--- config.mk ---
export PLATFORM = sky130hd
export DESIGN_NAME = tape_block_stream_deframer
export DESIGN_NICKNAME = d
export VERILOG_FILES = /design/src/design/tbsd_pkg.sv /design/src/design/tape_block_stream_deframer.sv
export VERILOG_INCLUDE_DIRS = /design/src /design/src/design
export SDC_FILE = /design/constraint.sdc
export NUM_CORES = 1
export LEC_CHECK = 0
export BUFFER_PORTS_ARGS = -buffer_cell sky130_fd_sc_hd__buf_2
export CAP_MARGIN = 10
export CORE_MARGIN = 3
export CORE_UTILIZATION = 30
export DETAILED_ROUTE_END_ITERATION = 8
export GPL_TIMING_DRIVEN = 0
export PLACE_DENSITY = 0.43
export SYNTH_ARGS = -nofsm -noshare
export SYNTH_HDL_FRONTEND = slang
export SYNTH_SLANG_ARGS = --single-unit
--- constraint.sdc ---
create_clock -name clk -period 4.45 [get_ports clk]
set_input_delay 0.89 -clock clk [delete_from_list [all_inputs] [get_ports clk]]
set_output_delay 0.89 -clock clk [all_outputs]
set_load 0.05 [all_outputs]
--- src/design/tape_block_stream_deframer_macros.svh ---
// ============================================================================
// Assertion macros for the tape block stream deframer
// Clocked property checks, with and without a reset disable.
// ============================================================================
`ifndef TAPE_BLOCK_STREAM_DEFRAMER_MACROS_SVH
`define TAPE_BLOCK_STREAM_DEFRAMER_MACROS_SVH

`ifndef ASSERT_OFF

// checked only while out of reset
`define TBSD_ASSERT_RST(lbl, clk, rst_n, prop, msg) \
	lbl: assert property (@(posedge clk) disable iff (!(rst_n)) (prop)) else $error(msg);

// checked on every edge, reset included
`define TBSD_ASSERT_ALWAYS(lbl, clk, prop, msg) \
	lbl: assert property (@(posedge clk) (prop)) else $error(msg);

`else

`define TBSD_ASSERT_RST(lbl, clk, rst_n, prop, msg)

`define TBSD_ASSERT_ALWAYS(lbl, clk, prop, msg)

`endif

`endif

--- src/design/tbsd_pkg.sv ---
// ============================================================================
// tbsd_pkg
// Result record, result kinds, error codes and framing bytes of the deframer.
// ============================================================================
`default_nettype none

package tbsd_pkg;

	localparam logic [1:0] KIND_DATA    = 2'd0;
	localparam logic [1:0] KIND_BAD     = 2'd1;
	localparam logic [1:0] KIND_TRAILER = 2'd2;
	localparam logic [1:0] KIND_ERROR   = 2'd3;

	localparam logic [2:0] ERR_NONE     = 3'd0;
	localparam logic [2:0] ERR_STATUS   = 3'd1;
	localparam logic [2:0] ERR_BLOCK    = 3'd2;
	localparam logic [2:0] ERR_LENGTH   = 3'd3;
	localparam logic [2:0] ERR_NIBBLE   = 3'd4;
	localparam logic [2:0] ERR_CHECKSUM = 3'd5;
	localparam logic [2:0] ERR_ZERO_LEN = 3'd6;

	localparam logic [7:0] STAT_BAD  = 8'hFD;
	localparam logic [7:0] STAT_SUM  = 8'hFE;
	localparam logic [7:0] STAT_GOOD = 8'hFF;

	typedef struct packed {
		logic [1:0]  kind;
		logic [11:0] value;
		logic [15:0] block_number;
		logic [2:0]  error_code;
		logic [15:0] bad_total;
		logic        last;
	} res_t;

	function automatic res_t mk_res(input logic [1:0] kind, input logic [11:0] value,
		input logic [15:0] blk, input logic [2:0] err, input logic [15:0] bad,
		input logic last);
		res_t r;
		r.kind         = kind;
		r.value        = value;
		r.block_number = blk;
		r.error_code   = err;
		r.bad_total    = bad;
		r.last         = last;
		return r;
	endfunction

endpackage

`default_nettype wire

--- src/design/tape_block_stream_deframer.sv ---
// ============================================================================
// tape_block_stream_deframer
// Deframes a byte stream of tape blocks into data words, notices and trailer.
// ============================================================================
// One received byte is taken per clock while the buffer has room. Each byte
// updates the framing state and writes zero to three results into a
// four-entry output buffer, which registers them for the output.
// A byte is taken whenever the buffer holds at most one result, so with the
// output side always ready the block runs at one byte per cycle. Only the
// checksum trailer (three results) and an odd-nibble error (two results) write
// more than one result, and both end the stream. After the end of the stream
// or any error, bytes are still taken but ignored until reset.
// ============================================================================
`default_nettype none
`include "tape_block_stream_deframer_macros.svh"

module tape_block_stream_deframer
	import tbsd_pkg::*;
(
	input  wire logic        clk,
	input  wire logic        arst_n,
	input  wire logic        in_valid,
	output logic             in_ready,
	input  wire logic [7:0]  rx_byte,
	output logic             out_valid,
	input  wire logic        out_ready,
	output logic [1:0]       kind,
	output logic [11:0]      value,
	output logic [15:0]      block_number,
	output logic [2:0]       error_code,
	output logic [15:0]      bad_block_total,
	output logic             last
);

	typedef enum logic [3:0] {
		PH_STATUS, PH_BLK_LO, PH_BLK_HI, PH_LEN_LO, PH_LEN_HI,
		PH_DAT_1, PH_DAT_2, PH_DAT_3, PH_SUM_LO, PH_SUM_HI, PH_HALT
	} phase_t;

	phase_t      phase_q, phase_n;
	logic [7:0]  acc_q, acc_n;
	logic [15:0] exp_q, exp_n;
	logic [15:0] len_q, len_n;
	logic [15:0] left_q, left_n;
	logic [11:0] sum_q, sum_n;
	logic [15:0] bad_q, bad_n;

	res_t        fifo_q [4];
	logic [1:0]  wr_ptr_q, rd_ptr_q;
	logic [2:0]  cnt_q;
	logic [1:0]  push_n;
	res_t        push_r [3];

	logic        accept, pop;
	logic [15:0] w16, len_pick;
	logic [11:0] word;

	assign accept    = in_valid && in_ready;
	assign out_valid = cnt_q != 3'd0;
	assign pop       = out_valid && out_ready;
	assign in_ready  = cnt_q <= 3'd1;

	assign w16 = {rx_byte, acc_q};

	always_comb begin
		phase_n   = phase_q;
		acc_n     = acc_q;
		exp_n     = exp_q;
		len_n     = len_q;
		left_n    = left_q;
		sum_n     = sum_q;
		bad_n     = bad_q;
		push_n    = 2'd0;
		push_r[0] = '0;
		push_r[1] = '0;
		push_r[2] = '0;
		len_pick  = (len_q == 16'd0) ? w16 : len_q;
		word      = '0;
		case (phase_q)
			PH_STATUS: begin
				if (rx_byte == STAT_BAD) begin
					if (bad_q != 16'hFFFF) begin
						bad_n = bad_q + 16'd1;
					end
					push_r[0] = mk_res(KIND_BAD, 12'd0, exp_q, ERR_NONE, bad_n, 1'b0);
					push_n    = 2'd1;
					phase_n   = PH_BLK_LO;
				end else if (rx_byte == STAT_SUM) begin
					phase_n = PH_SUM_LO;
				end else if (rx_byte == STAT_GOOD) begin
					phase_n = PH_BLK_LO;
				end else begin
					push_r[0] = mk_res(KIND_ERROR, 12'd0, exp_q, ERR_STATUS, bad_q, 1'b1);
					push_n    = 2'd1;
					phase_n   = PH_HALT;
				end
			end
			PH_BLK_LO, PH_LEN_LO, PH_SUM_LO, PH_DAT_1: begin
				acc_n = rx_byte;
				case (phase_q)
					PH_BLK_LO: phase_n = PH_BLK_HI;
					PH_LEN_LO: phase_n = PH_LEN_HI;
					PH_SUM_LO: phase_n = PH_SUM_HI;
					default:   phase_n = PH_DAT_2;
				endcase
			end
			PH_BLK_HI: begin
				if (w16 != exp_q) begin
					push_r[0] = mk_res(KIND_ERROR, 12'd0, exp_q, ERR_BLOCK, bad_q, 1'b1);
					push_n    = 2'd1;
					phase_n   = PH_HALT;
				end else begin
					phase_n = PH_LEN_LO;
				end
			end
			PH_LEN_HI: begin
				if (w16 == 16'd0) begin
					push_r[0] = mk_res(KIND_ERROR, 12'd0, exp_q, ERR_ZERO_LEN, bad_q, 1'b1);
					push_n    = 2'd1;
					phase_n   = PH_HALT;
				end else if (w16 != len_pick) begin
					push_r[0] = mk_res(KIND_ERROR, 12'd0, exp_q, ERR_LENGTH, bad_q, 1'b1);
					push_n    = 2'd1;
					phase_n   = PH_HALT;
				end else begin
					len_n   = len_pick;
					left_n  = len_pick;
					phase_n = PH_DAT_1;
				end
			end
			PH_DAT_2: begin
				word      = {rx_byte[3:0], acc_q};
				sum_n     = sum_q + word;
				left_n    = left_q - 16'd1;
				acc_n     = {4'd0, rx_byte[7:4]};
				push_r[0] = mk_res(KIND_DATA, word, exp_q, ERR_NONE, bad_q, 1'b0);
				push_n    = 2'd1;
				if (left_n == 16'd0) begin
					// odd final word: spare nibble must be zero
					if (rx_byte[7:4] != 4'd0) begin
						push_r[1] = mk_res(KIND_ERROR, 12'd0, exp_q, ERR_NIBBLE, bad_q, 1'b1);
						push_n    = 2'd2;
						phase_n   = PH_HALT;
					end else begin
						exp_n   = exp_q + 16'd1;
						phase_n = PH_STATUS;
					end
				end else begin
					phase_n = PH_DAT_3;
				end
			end
			PH_DAT_3: begin
				word      = {rx_byte, acc_q[3:0]};
				sum_n     = sum_q + word;
				left_n    = left_q - 16'd1;
				acc_n     = 8'd0;
				push_r[0] = mk_res(KIND_DATA, word, exp_q, ERR_NONE, bad_q, 1'b0);
				push_n    = 2'd1;
				if (left_n == 16'd0) begin
					exp_n   = exp_q + 16'd1;
					phase_n = PH_STATUS;
				end else begin
					phase_n = PH_DAT_1;
				end
			end
			PH_SUM_HI: begin
				phase_n = PH_HALT;
				if ((w16[11:0] + sum_q) != 12'd0) begin
					push_r[0] = mk_res(KIND_ERROR, 12'd0, exp_q, ERR_CHECKSUM, bad_q, 1'b1);
					push_n    = 2'd1;
				end else begin
					push_r[0] = mk_res(KIND_TRAILER, len_q[11:0], exp_q, ERR_NONE, bad_q, 1'b0);
					push_r[1] = mk_res(KIND_TRAILER, 12'd0, exp_q, ERR_NONE, bad_q, 1'b0);
					push_r[2] = mk_res(KIND_TRAILER, 12'd0, exp_q, ERR_NONE, bad_q, 1'b1);
					push_n    = 2'd3;
				end
			end
			default: begin
				phase_n = PH_HALT;
			end
		endcase
	end

	always_ff @(posedge clk or negedge arst_n) begin
		if (!arst_n) begin
			phase_q  <= PH_STATUS;
			acc_q    <= '0;
			exp_q    <= '0;
			len_q    <= '0;
			left_q   <= '0;
			sum_q    <= '0;
			bad_q    <= '0;
			wr_ptr_q <= '0;
			rd_ptr_q <= '0;
			cnt_q    <= '0;
		end else begin
			if (accept) begin
				phase_q  <= phase_n;
				acc_q    <= acc_n;
				exp_q    <= exp_n;
				len_q    <= len_n;
				left_q   <= left_n;
				sum_q    <= sum_n;
				bad_q    <= bad_n;
				wr_ptr_q <= wr_ptr_q + push_n;
			end
			if (pop) begin
				rd_ptr_q <= rd_ptr_q + 2'd1;
			end
			cnt_q <= cnt_q + (accept ? {1'b0, push_n} : 3'd0) - {2'b0, pop};
		end
	end

	// result buffer payload, no reset
	always_ff @(posedge clk) begin
		for (int i = 0; i < 3; i++) begin
			if (accept && (2'(i) < push_n)) begin
				fifo_q[wr_ptr_q + 2'(i)] <= push_r[i];
			end
		end
	end

	assign kind            = fifo_q[rd_ptr_q].kind;
	assign value           = fifo_q[rd_ptr_q].value;
	assign block_number    = fifo_q[rd_ptr_q].block_number;
	assign error_code      = fifo_q[rd_ptr_q].error_code;
	assign bad_block_total = fifo_q[rd_ptr_q].bad_total;
	assign last            = fifo_q[rd_ptr_q].last;

	`TBSD_ASSERT_ALWAYS(a_cnt_bound, clk, !arst_n || (cnt_q <= 3'd4), "result buffer overfilled")
	`TBSD_ASSERT_RST(a_run_cnt, clk, arst_n, (phase_q != PH_HALT) |-> (cnt_q <= 3'd2), "too many results queued while running")
	`TBSD_ASSERT_RST(a_last_halt, clk, arst_n, (out_valid && last) |-> (phase_q == PH_HALT), "final result queued without halting")
	`TBSD_ASSERT_RST(a_bad_mono, clk, arst_n, 1'b1 |=> (bad_q >= $past(bad_q)), "bad block count went down")

endmodule

`default_nettype wire

==> flow_summary.json <==
{
  "drc": 0,
  "antenna_left": 0,
  "synth_top_area_share": 0.251,
  "final_util": 0.358,
  "synth.avg_cell_area_um2": 10.5,
  "synth-seq-cells": 295,
  "htreeDepth": 2,
  "dr_total_vias": 12600,
  "synth_edf_count": 136,
  "fp.dieArea_um2": 57200,
  "path_common_cell": "or4b_4",
  "critPathMaxStageDelay_ps": 520,
  "gp_congestion": 0.864,
  "drt-initial-drc-count": 775,
  "slew_headroom": 0.285,
  "hold_slack_ps": 271,
  "ys_warn_count": 0,
  "r2r-end": "cnt_q[2]",
  "die_w_um": 239,
  "syn_area_um2": 16300,
  "maxCapViolCount": 0,
  "powerDensity_nw_per_um2": 495,
  "drv_slew": 0,
  "crit_fanout": 8,
  "finalHoldViolCount": 0,
  "cts_inserted_buffers": 37,
  "syn-num-nets": 1594,
  "r2r-start": "left_q[0]",
  "die_h_um": 239,
  "clock_sinks": 295,
  "fp-row-count": 84,
  "p_leak_nw": 7.64,
  "n_antenna_cell": 0,
  "max_freq_mhz": 235,
  "outcome": "finished clean",
  "grt_max_degree": 54,
  "port_buffers": 62,
  "cts_tree": "built",
  "worst_slack_ps": 202,
  "wire_per_inst_um": 22.3,
  "grt_usage": 0.186,
  "area_growth_syn_to_layout_pct": 16.7,
  "clk_latency_ps": 550,
  "grt_antenna_before_repair": 0,
  "irDropWorstVdd_uv": 228,
  "vias_per_cell": 5.32,
  "min_period_ps": 4250,
  "rsz0062_at_grt": "no",
  "cp-startpoint": "left_q[0]",
  "grt_pass1_vias": 12600,
  "critical_path_class": "reg2reg",
  "ys_types": 89,
  "cts_buffer_depth": 3,
  "yosysMostFrequentCell": "nor2_1",
  "synthCells": 1554,
  "finalPower_mw": 9.41,
  "cp_slowest_cell": "or4b_4",
  "core_area_um2": 53200,
  "cp.depth": 13,
  "async_flop_share": 0.322,
  "worstPathCellList": "inv_1 > ha_2 > or4b_4 > or4b_4 > a211oi_2 > o2111ai_2 > nor4_4 > buf_4 > nor2_2 > ha_1 > fa_1 > xor2_1 > xnor2_1",
  "root_buffer": "clkbuf_16",
  "drive_gt1_frac": 0.166,
  "ys_seq_area_frac": 0.475,
  "dp_hpwl_mm": 37.3,
  "wl_mm": 53.0,
  "initial_core_util": 0.307,
  "ctsHoldBuffers": 0,
  "yosysTopAreaCell": "edfxtp_1",
  "place_ws_ps": -1480,
  "skew_ps": 14.9,
  "setup.worst_path.end_class": "flip-flop",
  "synth_area_leaders": "edfxtp_1, dfrtp_1, dfxtp_1",
  "crit_family": "simple AND/OR/NAND/NOR gates",
  "clk_pin_slew_ps": 60,
  "setup_tns_ps": 0,
  "holdCritPathClass": "in2async",
  "cp_data_required_time_ps": 4880,
  "reg2regPathDepth": 13,
  "cp_num_buf_inv": 2,
  "fin_crit_sh": 0.955,
  "synthFlopType": "edfxtp_1",
  "cp-start-kind": "flip-flop",
  "final_nets": 1702,
  "rrSetupSlack_ps": 200,
  "setup_violations": 0,
  "grt_overflow_total": 0,
  "tightest_slew_ps": 1060,
  "cp.arrival_ps": 4670,
  "grt_pass1_wl_mm": 81.1,
  "first_pass_iters": 5,
  "synthTopCellsByCount": "nor2_1, edfxtp_1, nand2_1, dfrtp_1, o21ai_0",
  "io_pins": 64,
  "endpoint": "cnt_q[2]"
}
cell families (layout without fill, tap and decap cells):
logic type,after synthesis,count (layout),synth area share
AOI/OAI and AO/OA,383,383,0.163
DFF,295,295,0.475
adders and majority gates,28,28,0.0224
xor gates and xnor gates,65,65,0.0354
buffers and inverters,150,285,0.0418
and+or+nand+nor,539,540,0.166
muxes,94,94,0.0964
layer usage:
metal	GRT usage	wire length [um]	up-vias
met5	0	0	-
met4	0.0403	898	0
met3	0.0323	2360	61
met2	0.309	25400	255
met1	0.255	24400	6354
li1	-	-	5975
worst min path at each step:
stage | start | to | slack [ps]
detailed placement | fifo_q[3][39] | fifo_q[3][39] | 450
CTS | arst_n | left_q[3] | 270
global route | arst_n | left_q[3] | 280
floorplan | fifo_q[1][18] | fifo_q[1][18] | 430
global placement | fifo_q[3][39] | fifo_q[3][39] | 440
finish | arst_n | left_q[3] | 270
flip-flops by register name (all words and copies together), names as in the netlist:
| register | flops |
|---|---|
| rd_ptr_q | 2 |
| phase_q | 4 |
| acc_q | 8 |
| sum_q | 12 |
| bad_q | 16 |
| wr_ptr_q | 2 |
| fifo_q | 200 |
| left_q | 16 |
| cnt_q | 3 |
| len_q | 16 |
| exp_q | 16 |
stage by stage:
stage                     cell area [um^2]  cells
after global placement               17500   2304
after CTS                            19000   2380
after detailed placement             17500   2308
after floorplan                      16300   1554
after global routing                 19000   2378
final                                19000   2378
timing repair:
item	CTS	global route
endpoints found under the setup margin	200	229
pin swaps	3	2
cloned	1	0
resized for setup	25	19
setup buffers	7	0
area by class of cell:
| class | instances | area, um^2 |
|---|---|---|
| clock inverter | 18 | 175 |
| inverter | 31 | 121 |
| timing repair buffer | 73 | 464 |
| clock buffer | 49 | 1070 |
| tap | 688 | 861 |
| fill | 5393 | 34200 |
| sequential | 295 | 7750 |
| buffer | 114 | 586 |
| multi-input combinational | 1110 | 7990 |
placed cells by master (no fill, tap or decap), types with 7 or more instances in the layout:
master and count:
nor4_1 16, mux2i_1 40, a21oi_1 69, o21ai_0 86
or3_1 9, o2bb2ai_1 28, nor2_1 147, nand2_1 130
nor2b_1 37, o211ai_1 8, o22ai_1 8, a211oi_1 18
mux4_2 50, nand4_1 18, and3_1 18, nor3_1 41
xor2_1 36, and2_1 42, a31oi_1 10, o22a_1 7
o21a_1 21, dfrtp_1 91, dfxtp_1 64, buf_2 75
clkbuf_16 40, nand2b_1 12, clkbuf_1 77, nand3_1 23
a31o_2 11, a21o_1 18, inv_1 30, ha_1 24
a22o_1 34, xnor2_1 27, clkbuf_8 7, edfxtp_1 136
buf_4 11
power by group:
group | switching [mW] | internal, mW
combinational | 2.07 | 0.976
clock | 1.24 | 1.88
sequential | 0.190 | 3.05
total | 3.51 | 5.90
No activity file was read; power rests on OpenSTA's default activity.
